## config.mk

```make
export PLATFORM = sky130hd
export DESIGN_NAME = indexed_list_insert_erase
export DESIGN_NICKNAME = d
export VERILOG_FILES = /design/src/rtl/ilie_pkg.sv /design/src/rtl/ilie_ram.sv /design/src/rtl/indexed_list_insert_erase.sv
export SDC_FILE = /design/constraint.sdc
export NUM_CORES = 2
export LEC_CHECK = 0
export BUFFER_PORTS_ARGS = -buffer_cell sky130_fd_sc_hd__clkbuf_2
export CORE_ASPECT_RATIO = 0.7
export CORE_MARGIN = 2
export CORE_UTILIZATION = 57
export CTS_BUF_LIST = sky130_fd_sc_hd__clkbuf_16
export CTS_CLUSTER_SIZE = 16
export DETAILED_ROUTE_END_ITERATION = 7
export GPL_ROUTABILITY_DRIVEN = 1
export MAX_ROUTING_LAYER = met4
export PLACE_DENSITY = 0.72
export SLEW_MARGIN = 20
export SYNTH_ARGS = -nofsm -noshare
export SYNTH_HDL_FRONTEND = slang
export SYNTH_SLANG_ARGS = --single-unit
```

## constraint.sdc

```tcl
create_clock -name clk_i -period 4.7 [get_ports clk_i]
set_input_delay 0.235 -clock clk_i [delete_from_list [all_inputs] [get_ports clk_i]]
set_output_delay 0.235 -clock clk_i [all_outputs]
set_load 0.05 [all_outputs]
```

## src/rtl/ilie_pkg.sv

```systemverilog
package ilie_pkg;

  localparam int OpW    = 4;
  localparam int PosW   = 6;
  localparam int ValueW = 32;
  localparam int CountW = 7;

  typedef enum logic [OpW-1:0] {
    OP_PUSH   = 4'd0,
    OP_POP    = 4'd1,
    OP_INSERT = 4'd2,
    OP_ERASE  = 4'd3,
    OP_READ   = 4'd4,
    OP_WRITE  = 4'd5,
    OP_CLEAR  = 4'd6,
    OP_RESIZE = 4'd7,
    OP_ASSIGN = 4'd8,
    OP_FRONT  = 4'd9,
    OP_BACK   = 4'd10
  } op_e;

  typedef enum logic [1:0] {
    STAT_OK    = 2'd0,
    STAT_RANGE = 2'd1,
    STAT_FULL  = 2'd2,
    STAT_EMPTY = 2'd3
  } status_e;

endpackage

```

## src/rtl/ilie_ram.sv

```systemverilog
module ilie_ram #(
  parameter int WIDTH = 32,
  parameter int DEPTH = 64
) (
  input  logic                                      clk_i,
  input  logic                                      we_i,
  input  logic [((DEPTH > 1) ? $clog2(DEPTH) : 1)-1:0] waddr_i,
  input  logic [WIDTH-1:0]                          wdata_i,
  input  logic [((DEPTH > 1) ? $clog2(DEPTH) : 1)-1:0] raddr_i,
  output logic [WIDTH-1:0]                          rdata_o
);

  logic [WIDTH-1:0] mem_q [DEPTH];

  always_ff @(posedge clk_i) begin
    if (we_i) begin
      mem_q[waddr_i] <= wdata_i;
    end
    rdata_o <= mem_q[raddr_i];
  end

endmodule

```

## src/rtl/indexed_list_insert_erase.sv

```systemverilog
// Bounded ordered list of CAPACITY signed 32-bit words held in one element RAM
// (one write port, one registered read port) plus an element count. One request
// is handled at a time; the result sits in an output register, and a new request
// is taken while an earlier result still waits there. Push, pop, write, clear,
// range/full/empty errors, insert at the count, erase of the last entry and
// resize/assign that fill nothing finish in S_IDLE. Read, front and back wait in
// S_RDATA for the registered RAM read. The RAM moves one word per cycle, so insert
// below the count runs S_SHIFT_UP, S_PUT, S_EMIT; erase below the last entry runs
// S_SHIFT_DN, S_EMIT; resize/assign that fill entries run S_FILL, S_EMIT. A result
// not taken holds the FSM in S_RDATA or S_EMIT. count_now carries the low 7 bits
// of the count. The element RAM is not cleared at reset; entries are only read once written.
module indexed_list_insert_erase #(
  parameter int CAPACITY = 64
) (
  input  logic                              clk_i,
  input  logic                              rst_ni,
  input  logic                              in_valid_i,
  output logic                              in_ready_o,
  input  logic [ilie_pkg::OpW-1:0]          operation_i,
  input  logic [ilie_pkg::PosW-1:0]         position_i,
  input  logic signed [ilie_pkg::ValueW-1:0] item_value_i,
  input  logic [ilie_pkg::CountW-1:0]       new_count_i,
  output logic                              out_valid_o,
  input  logic                              out_ready_i,
  output logic signed [ilie_pkg::ValueW-1:0] read_data_o,
  output logic [ilie_pkg::CountW-1:0]       count_now_o,
  output logic                              is_empty_o,
  output logic [1:0]                        status_o
);

  localparam int AW = $clog2(CAPACITY);
  localparam int CW = $clog2(CAPACITY + 1);
  localparam int XW = (CW > ilie_pkg::CountW) ? CW : ilie_pkg::CountW;
  localparam logic [XW-1:0] CapX = XW'(CAPACITY);

  typedef enum logic [6:0] {
    S_IDLE     = 7'b0000001,
    S_SHIFT_UP = 7'b0000010,
    S_PUT      = 7'b0000100,
    S_SHIFT_DN = 7'b0001000,
    S_FILL     = 7'b0010000,
    S_RDATA    = 7'b0100000,
    S_EMIT     = 7'b1000000
  } state_e;

  state_e                    state_q, state_d;
  logic [CW-1:0]             cnt_q, cnt_d;
  logic [AW-1:0]             wr_ptr_q, wr_ptr_d;
  logic [AW-1:0]             rd_ptr_q, rd_ptr_d;
  logic [AW-1:0]             pos_q, pos_d;
  logic [CW-1:0]             fill_end_q, fill_end_d;
  logic [ilie_pkg::ValueW-1:0] word_q, word_d;
  ilie_pkg::status_e         pend_q, pend_d;

  logic                      out_valid_q, out_valid_d;
  logic [ilie_pkg::ValueW-1:0] read_data_q;
  logic [ilie_pkg::CountW-1:0] count_now_q;
  logic                      is_empty_q;
  ilie_pkg::status_e         status_q;

  logic                      ram_we;
  logic [AW-1:0]             ram_waddr, ram_raddr;
  logic [ilie_pkg::ValueW-1:0] ram_wdata, ram_rdata;

  logic                      out_free, acc_done, fin;
  logic [XW-1:0]             n_x, pos_x, tgt_x, fin_cnt_x;
  logic [CW-1:0]             fin_cnt;
  logic [ilie_pkg::ValueW-1:0] fin_rd;
  ilie_pkg::status_e         acc_status, fin_status;

  ilie_ram #(
    .WIDTH(ilie_pkg::ValueW),
    .DEPTH(CAPACITY)
  ) u_ram (
    .clk_i  (clk_i),
    .we_i   (ram_we),
    .waddr_i(ram_waddr),
    .wdata_i(ram_wdata),
    .raddr_i(ram_raddr),
    .rdata_o(ram_rdata)
  );

  assign out_free   = !out_valid_q || out_ready_i;
  assign in_ready_o = (state_q == S_IDLE);
  assign n_x        = XW'(cnt_q);
  assign pos_x      = XW'(position_i);
  assign tgt_x      = XW'(new_count_i);

  always_comb begin
    state_d    = state_q;
    cnt_d      = cnt_q;
    wr_ptr_d   = wr_ptr_q;
    rd_ptr_d   = rd_ptr_q;
    pos_d      = pos_q;
    fill_end_d = fill_end_q;
    word_d     = word_q;
    pend_d     = pend_q;
    ram_we     = 1'b0;
    ram_waddr  = wr_ptr_q;
    ram_wdata  = word_q;
    ram_raddr  = rd_ptr_q;
    acc_status = ilie_pkg::STAT_OK;
    acc_done   = 1'b0;
    fin        = 1'b0;
    fin_rd     = '0;
    fin_cnt    = cnt_q;
    fin_status = ilie_pkg::STAT_OK;

    case (state_q)
      S_IDLE: begin
        if (in_valid_i) begin
          word_d   = item_value_i;
          acc_done = 1'b1;
          case (operation_i)
            ilie_pkg::OP_PUSH: begin
              if (n_x >= CapX) begin
                acc_status = ilie_pkg::STAT_FULL;
              end else begin
                ram_we    = 1'b1;
                ram_waddr = AW'(cnt_q);
                ram_wdata = item_value_i;
                cnt_d     = cnt_q + CW'(1);
              end
            end
            ilie_pkg::OP_POP: begin
              if (cnt_q == '0) begin
                acc_status = ilie_pkg::STAT_EMPTY;
              end else begin
                cnt_d = cnt_q - CW'(1);
              end
            end
            ilie_pkg::OP_INSERT: begin
              if (n_x >= CapX) begin
                acc_status = ilie_pkg::STAT_FULL;
              end else if (pos_x > n_x) begin
                acc_status = ilie_pkg::STAT_RANGE;
              end else begin
                cnt_d = cnt_q + CW'(1);
                if (pos_x == n_x) begin
                  ram_we    = 1'b1;
                  ram_waddr = AW'(pos_x);
                  ram_wdata = item_value_i;
                end else begin
                  // move entries up from the top down to pos, then drop the word in
                  acc_done  = 1'b0;
                  pos_d     = AW'(pos_x);
                  ram_raddr = AW'(cnt_q - CW'(1));
                  wr_ptr_d  = AW'(cnt_q);
                  state_d   = S_SHIFT_UP;
                end
              end
            end
            ilie_pkg::OP_ERASE: begin
              if (pos_x >= n_x) begin
                acc_status = ilie_pkg::STAT_RANGE;
              end else begin
                cnt_d = cnt_q - CW'(1);
                if (pos_x + XW'(1) != n_x) begin
                  acc_done  = 1'b0;
                  ram_raddr = AW'(pos_x + XW'(1));
                  wr_ptr_d  = AW'(pos_x);
                  state_d   = S_SHIFT_DN;
                end
              end
            end
            ilie_pkg::OP_READ: begin
              if (pos_x >= n_x) begin
                acc_status = ilie_pkg::STAT_RANGE;
              end else begin
                acc_done  = 1'b0;
                rd_ptr_d  = AW'(pos_x);
                ram_raddr = AW'(pos_x);
                state_d   = S_RDATA;
              end
            end
            ilie_pkg::OP_WRITE: begin
              if (pos_x >= n_x) begin
                acc_status = ilie_pkg::STAT_RANGE;
              end else begin
                ram_we    = 1'b1;
                ram_waddr = AW'(pos_x);
                ram_wdata = item_value_i;
              end
            end
            ilie_pkg::OP_CLEAR: begin
              cnt_d = '0;
            end
            ilie_pkg::OP_RESIZE: begin
              if (tgt_x > CapX) begin
                acc_status = ilie_pkg::STAT_FULL;
              end else begin
                cnt_d = CW'(tgt_x);
                if (tgt_x > n_x) begin
                  acc_done   = 1'b0;
                  wr_ptr_d   = AW'(cnt_q);
                  fill_end_d = CW'(tgt_x);
                  state_d    = S_FILL;
                end
              end
            end
            ilie_pkg::OP_ASSIGN: begin
              if (tgt_x > CapX) begin
                acc_status = ilie_pkg::STAT_FULL;
              end else begin
                cnt_d = CW'(tgt_x);
                if (tgt_x != '0) begin
                  acc_done   = 1'b0;
                  wr_ptr_d   = '0;
                  fill_end_d = CW'(tgt_x);
                  state_d    = S_FILL;
                end
              end
            end
            ilie_pkg::OP_FRONT: begin
              if (cnt_q == '0) begin
                acc_status = ilie_pkg::STAT_EMPTY;
              end else begin
                acc_done  = 1'b0;
                rd_ptr_d  = '0;
                ram_raddr = '0;
                state_d   = S_RDATA;
              end
            end
            ilie_pkg::OP_BACK: begin
              if (cnt_q == '0) begin
                acc_status = ilie_pkg::STAT_EMPTY;
              end else begin
                acc_done  = 1'b0;
                rd_ptr_d  = AW'(cnt_q - CW'(1));
                ram_raddr = AW'(cnt_q - CW'(1));
                state_d   = S_RDATA;
              end
            end
            default: begin
            end
          endcase
          if (acc_done) begin
            if (out_free) begin
              fin        = 1'b1;
              fin_cnt    = cnt_d;
              fin_status = acc_status;
            end else begin
              pend_d  = acc_status;
              state_d = S_EMIT;
            end
          end
        end
      end
      S_SHIFT_UP: begin
        ram_we    = 1'b1;
        ram_waddr = wr_ptr_q;
        ram_wdata = ram_rdata;
        ram_raddr = wr_ptr_q - AW'(2);
        if (wr_ptr_q == pos_q + AW'(1)) begin
          state_d = S_PUT;
        end else begin
          wr_ptr_d = wr_ptr_q - AW'(1);
        end
      end
      S_PUT: begin
        ram_we    = 1'b1;
        ram_waddr = pos_q;
        ram_wdata = word_q;
        pend_d    = ilie_pkg::STAT_OK;
        state_d   = S_EMIT;
      end
      S_SHIFT_DN: begin
        ram_we    = 1'b1;
        ram_waddr = wr_ptr_q;
        ram_wdata = ram_rdata;
        ram_raddr = wr_ptr_q + AW'(2);
        // cnt_q already holds the reduced count: last target is cnt_q - 1
        if (CW'(wr_ptr_q) + CW'(1) == cnt_q) begin
          pend_d  = ilie_pkg::STAT_OK;
          state_d = S_EMIT;
        end else begin
          wr_ptr_d = wr_ptr_q + AW'(1);
        end
      end
      S_FILL: begin
        ram_we    = 1'b1;
        ram_waddr = wr_ptr_q;
        ram_wdata = word_q;
        if (CW'(wr_ptr_q) + CW'(1) == fill_end_q) begin
          pend_d  = ilie_pkg::STAT_OK;
          state_d = S_EMIT;
        end else begin
          wr_ptr_d = wr_ptr_q + AW'(1);
        end
      end
      S_RDATA: begin
        // address held, so the registered read data stays valid while stalled
        ram_raddr = rd_ptr_q;
        if (out_free) begin
          fin     = 1'b1;
          fin_rd  = ram_rdata;
          state_d = S_IDLE;
        end
      end
      S_EMIT: begin
        if (out_free) begin
          fin        = 1'b1;
          fin_status = pend_q;
          state_d    = S_IDLE;
        end
      end
      default: begin
        state_d = S_IDLE;
      end
    endcase
  end

  assign fin_cnt_x   = XW'(fin_cnt);
  assign out_valid_d = fin ? 1'b1 : (out_ready_i ? 1'b0 : out_valid_q);

  always_ff @(posedge clk_i or negedge rst_ni) begin
    if (!rst_ni) begin
      state_q     <= S_IDLE;
      cnt_q       <= '0;
      out_valid_q <= 1'b0;
    end else begin
      state_q     <= state_d;
      cnt_q       <= cnt_d;
      out_valid_q <= out_valid_d;
    end
  end

  always_ff @(posedge clk_i) begin
    wr_ptr_q   <= wr_ptr_d;
    rd_ptr_q   <= rd_ptr_d;
    pos_q      <= pos_d;
    fill_end_q <= fill_end_d;
    word_q     <= word_d;
    pend_q     <= pend_d;
    if (fin) begin
      read_data_q <= fin_rd;
      count_now_q <= fin_cnt_x[ilie_pkg::CountW-1:0];
      is_empty_q  <= (fin_cnt == '0);
      status_q    <= fin_status;
    end
  end

  assign out_valid_o = out_valid_q;
  assign read_data_o = read_data_q;
  assign count_now_o = count_now_q;
  assign is_empty_o  = is_empty_q;
  assign status_o    = status_q;

endmodule

```

==> metrics.csv <==
metric,value,unit
worst_hold_slack,0.141,ns
start_util,57.3,%
fillers,10800,
core_region_area,0.158,mm2
antenna_found_initial,4,
cap_violations,0,
most-common-layout-cells,"2149 x edfxtp_1, 1299 x nand2_1, 647 x nand3_1, 437 x mux2i_1, 364 x buf_4",
grt_overflow,0,
path_clk_slew,0.06,ns
seq_area,0.0655,mm2
p_clk_share,23.4,%
grt_pass1_wl,393,mm
via_count,60400,
relSlewSlack,33.4,%
p_sw,25.5,mW
seq_power_share,36.6,%
critPathLaunch,cnt_q[4]$_DFFE_PN0P_,
ys.flop_type,edfxtp_1,
multiInputGateArea,0.0232,mm2
cts_sinks,2196,
cts_buffers,191,
io_pins,97,
wl,273,mm
slowest_delay,0.50,ns
ys_seq_area_share,72.5,%
period_share,98.8,%
vias_per_cell,6.55,
fin_nets,7025,
drt_iter0_drc,9124,
intPower,41.5,mW
hp-start,item_value_i[17],
avgSynthCellArea,14.0,um2
rows,122,
critical_path_class,flop to flop,
worstPathRequired,5.49,ns
synth_warnings,0,
skew,0.0399,ns
r2r_start,cnt_q[4]$_DFFE_PN0P_,
rr_worst_depth,18,
netlist_area,0.0905,mm2
ant_nets,0,
drt_first_pass_iters,6,
syn_to_final_growth,16.4,%
yosys.area.top_type,edfxtp_1,
p_leak,37.2,nW
max_freq,215,MHz
crit_arrival,5.43,ns
cp_slowest_cell,a21oi_1,
drive_above_1_share,15.8,%
combPwrFrac,40.0,%
reg2reg_to,u_ram.rdata_o[31]$_DFF_P_,
cts_tree,done,
yosys_register_bits,2196,
syn_inst,6484,
syn_nets,6564,
tns,0,ns
cp-start-kind,flop,
die_h,337,um
synthTopCellsByArea,"edfxtp_1 71%, nand2_1 5.5%, mux2i_1 4.8%",
grt_pass1_vias,56700,
remaining_drc_errors,0,
yosysTopAreaCellShare,71.3,%
finalCoreUtilization,66.7,%
synth_edf_count,2149,
p_per_area,636,mW/mm2
final_max_slew_viol_count,0,
synth-async-reset-ratio,0.683,%
die_width,480,um
gp_congestion,0.966,
tightest_slew,0.986,ns
period_minus_slack,4.64,ns
min_to,word_q[17]$_DFFE_PP_,
rsz0062_at_grt,no,
r2r_setup_slack,0.06,ns
groute.usage.overall,34.4,%
clk_latency,0.86,ns
switching_share,38.0,%
io_buffers,96,
critPathMaxFanout,34,
setup-violations-final,0,
grt_max_degree,65,
ir_worst_vdd,0.000448,V
cp_cell_sequence,inv_1 > ha_1 > a211oi_1 > nor3_1 > buf_4 > a21o_2 > nor3_1 > buf_4 > a31oi_4 > nand3_4 > buf_12 > buf_12 > nand2_1 > buf_12 > o22ai_1 > a21oi_1 > a21oi_1 > a211o_1,
hold_path_depth,2,
clockBufferDepth,3,
dp_hpwl,170,mm
post_drt_wl_per_cell,29.6,um
synth.distinct_cells,97,
ctsHtreeMaxLevel,4,
die_area,0.162,mm2
finalHoldViolCount,0,
root_buffer,clkbuf_16,
hp-class,primary input to flop,
end_kind,flop,
layout_commonest_cell,edfxtp_1,
cp_common_cell,buf_12,
status,completed,
==> synth_stat cells (18+ instances only) <==
master and n:
a211oi_1 105, a21oi_1 118, a22oi_1 42, a311oi_1 117
a31oi_1 141, a32oi_1 18, and2_1 47, and3_1 27
buf_1 41, buf_2 208, buf_4 34, buf_6 21
clkbuf_1 117, dfxtp_1 32, edfxtp_1 2149, ha_1 25
inv_1 101, mux2i_1 438, mux4_2 24, nand2_1 1331
nand3_1 647, nor2_1 125, nor3_1 40, nor4_1 20
o211a_1 23, o211ai_1 24, o21ai_0 80, o221ai_1 19
o22ai_1 52, xnor2_1 33
==> worst max-delay path by stage <==
stage | slack [ns] | end | cells past startpoint
CTS | 0.0006 | u_ram.rdata_o[23]$_DFF_P_ | 16
floorplan | -0.42 | u_ram.mem_q[4][0]$_DFFE_PP_ | 15
global placement | -0.54 | u_ram.rdata_o[22]$_DFF_P_ | 17
detailed placement | -0.51 | u_ram.rdata_o[24]$_DFF_P_ | 17
finish | 0.06 | u_ram.rdata_o[31]$_DFF_P_ | 18
global route | 0.005 | u_ram.rdata_o[16]$_DFF_P_ | 19
==> flip-flops by register name (all words and copies together), names as in the netlist <==
name	flops
wr_ptr_q	6
pos_q	6
count_now_o	7
rd_ptr_q	6
status_o	2
word_q	32
cnt_q	7
u_ram.rdata_o	32
is_empty_o	1
out_valid_o	1
u_ram.mem_q	2048
pend_q	2
fill_end_q	7
state_q	7
read_data_o	32
==> power groups by stage <==
stage / combinational [mW] / sequential, mW / clock [mW]
2_1_floorplan: 14.8 / 25.0 / 0
3_3_place_gp: 25.3 / 24.9 / 0
3_5_place_dp: 25.7 / 24.9 / 0
4_1_cts: 26.1 / 24.5 / 15.7
5_1_grt: 28.2 / 24.5 / 16.5
6_report: 26.8 / 24.5 / 15.7
==> per-layer routing <==
| layer | up-vias | GRT usage [%] | part of all wire [%] |
|---|---|---|---|
| li1 | 25500 | - | - |
| met1 | 30000 | 49.4 | 39 |
| met2 | 4333 | 47.5 | 43 |
| met3 | 573 | 8.26 | 14 |
| met4 | 0 | 14.0 | 4.5 |
| met5 | - | - | 0 |
==> critical path, delay by kind of cell, from the launching register on <==
kind | cells | cell delay (ns)
AOI/OAI and AO/OA | 7 | 2.11
adders and majority gates | 1 | 0.24
buffers and inverters | 6 | 1.04
DFF | 1 | 0.38
and+or+nand+nor | 4 | 0.78
==> logic make-up (layout without fill, tap and decap cells) <==
group	count (synthesis)	count (layout)	share of synthesized area (%)
AOI/OAI and AO/OA	855	855	6.78
xor gates and xnor gates	51	51	0.510
adders and majority gates	27	27	0.390
buffers and inverters	526	1151	2.80
DFF	2196	2196	72.5
muxes	476	476	5.62
other	0	9	0
and+or+nand+nor	2353	2353	11.4
==> through the flow <==
stage | instances | worst slack, ns | power (mW) | instance area (um2)
CTS | 9206 | 0.000589 | 66.3 | 105000
finish | 9226 | 0.0585 | 67.0 | 105000
global route | 9225 | 0.00478 | 69.2 | 105000
global placement | 8797 | -0.536 | 50.2 | 98200
floorplan | 6484 | -0.416 | 39.8 | 90500
detailed placement | 8797 | -0.505 | 50.6 | 98300
==> cell type report <==
| class | count | share of cell area [%] |
|---|---|---|
| Clock buffer | 192 | 4.56 |
| Multi-Input combinational cell | 3762 | 22.1 |
| Inverter | 104 | 0.371 |
| Antenna cell | 9 | 0.0214 |
| Tap cell | 2108 | 2.51 |
| Sequential cell | 2196 | 62.3 |
| Clock inverter | 165 | 1.28 |
| Timing Repair Buffer | 690 | 6.93 |
==> timing repair <==
action | in CTS | in global routing
pin swaps | 2 | 6
resized for setup | 16 | 27
cloned | 0 | 1
endpoints found under the setup margin | 13 | 43
setup buffers | 2 | 10
endpoints found under the hold margin | 81 | 0
hold buffers | 50 | 0
Note: power is estimated with default switching activity, not from simulation.
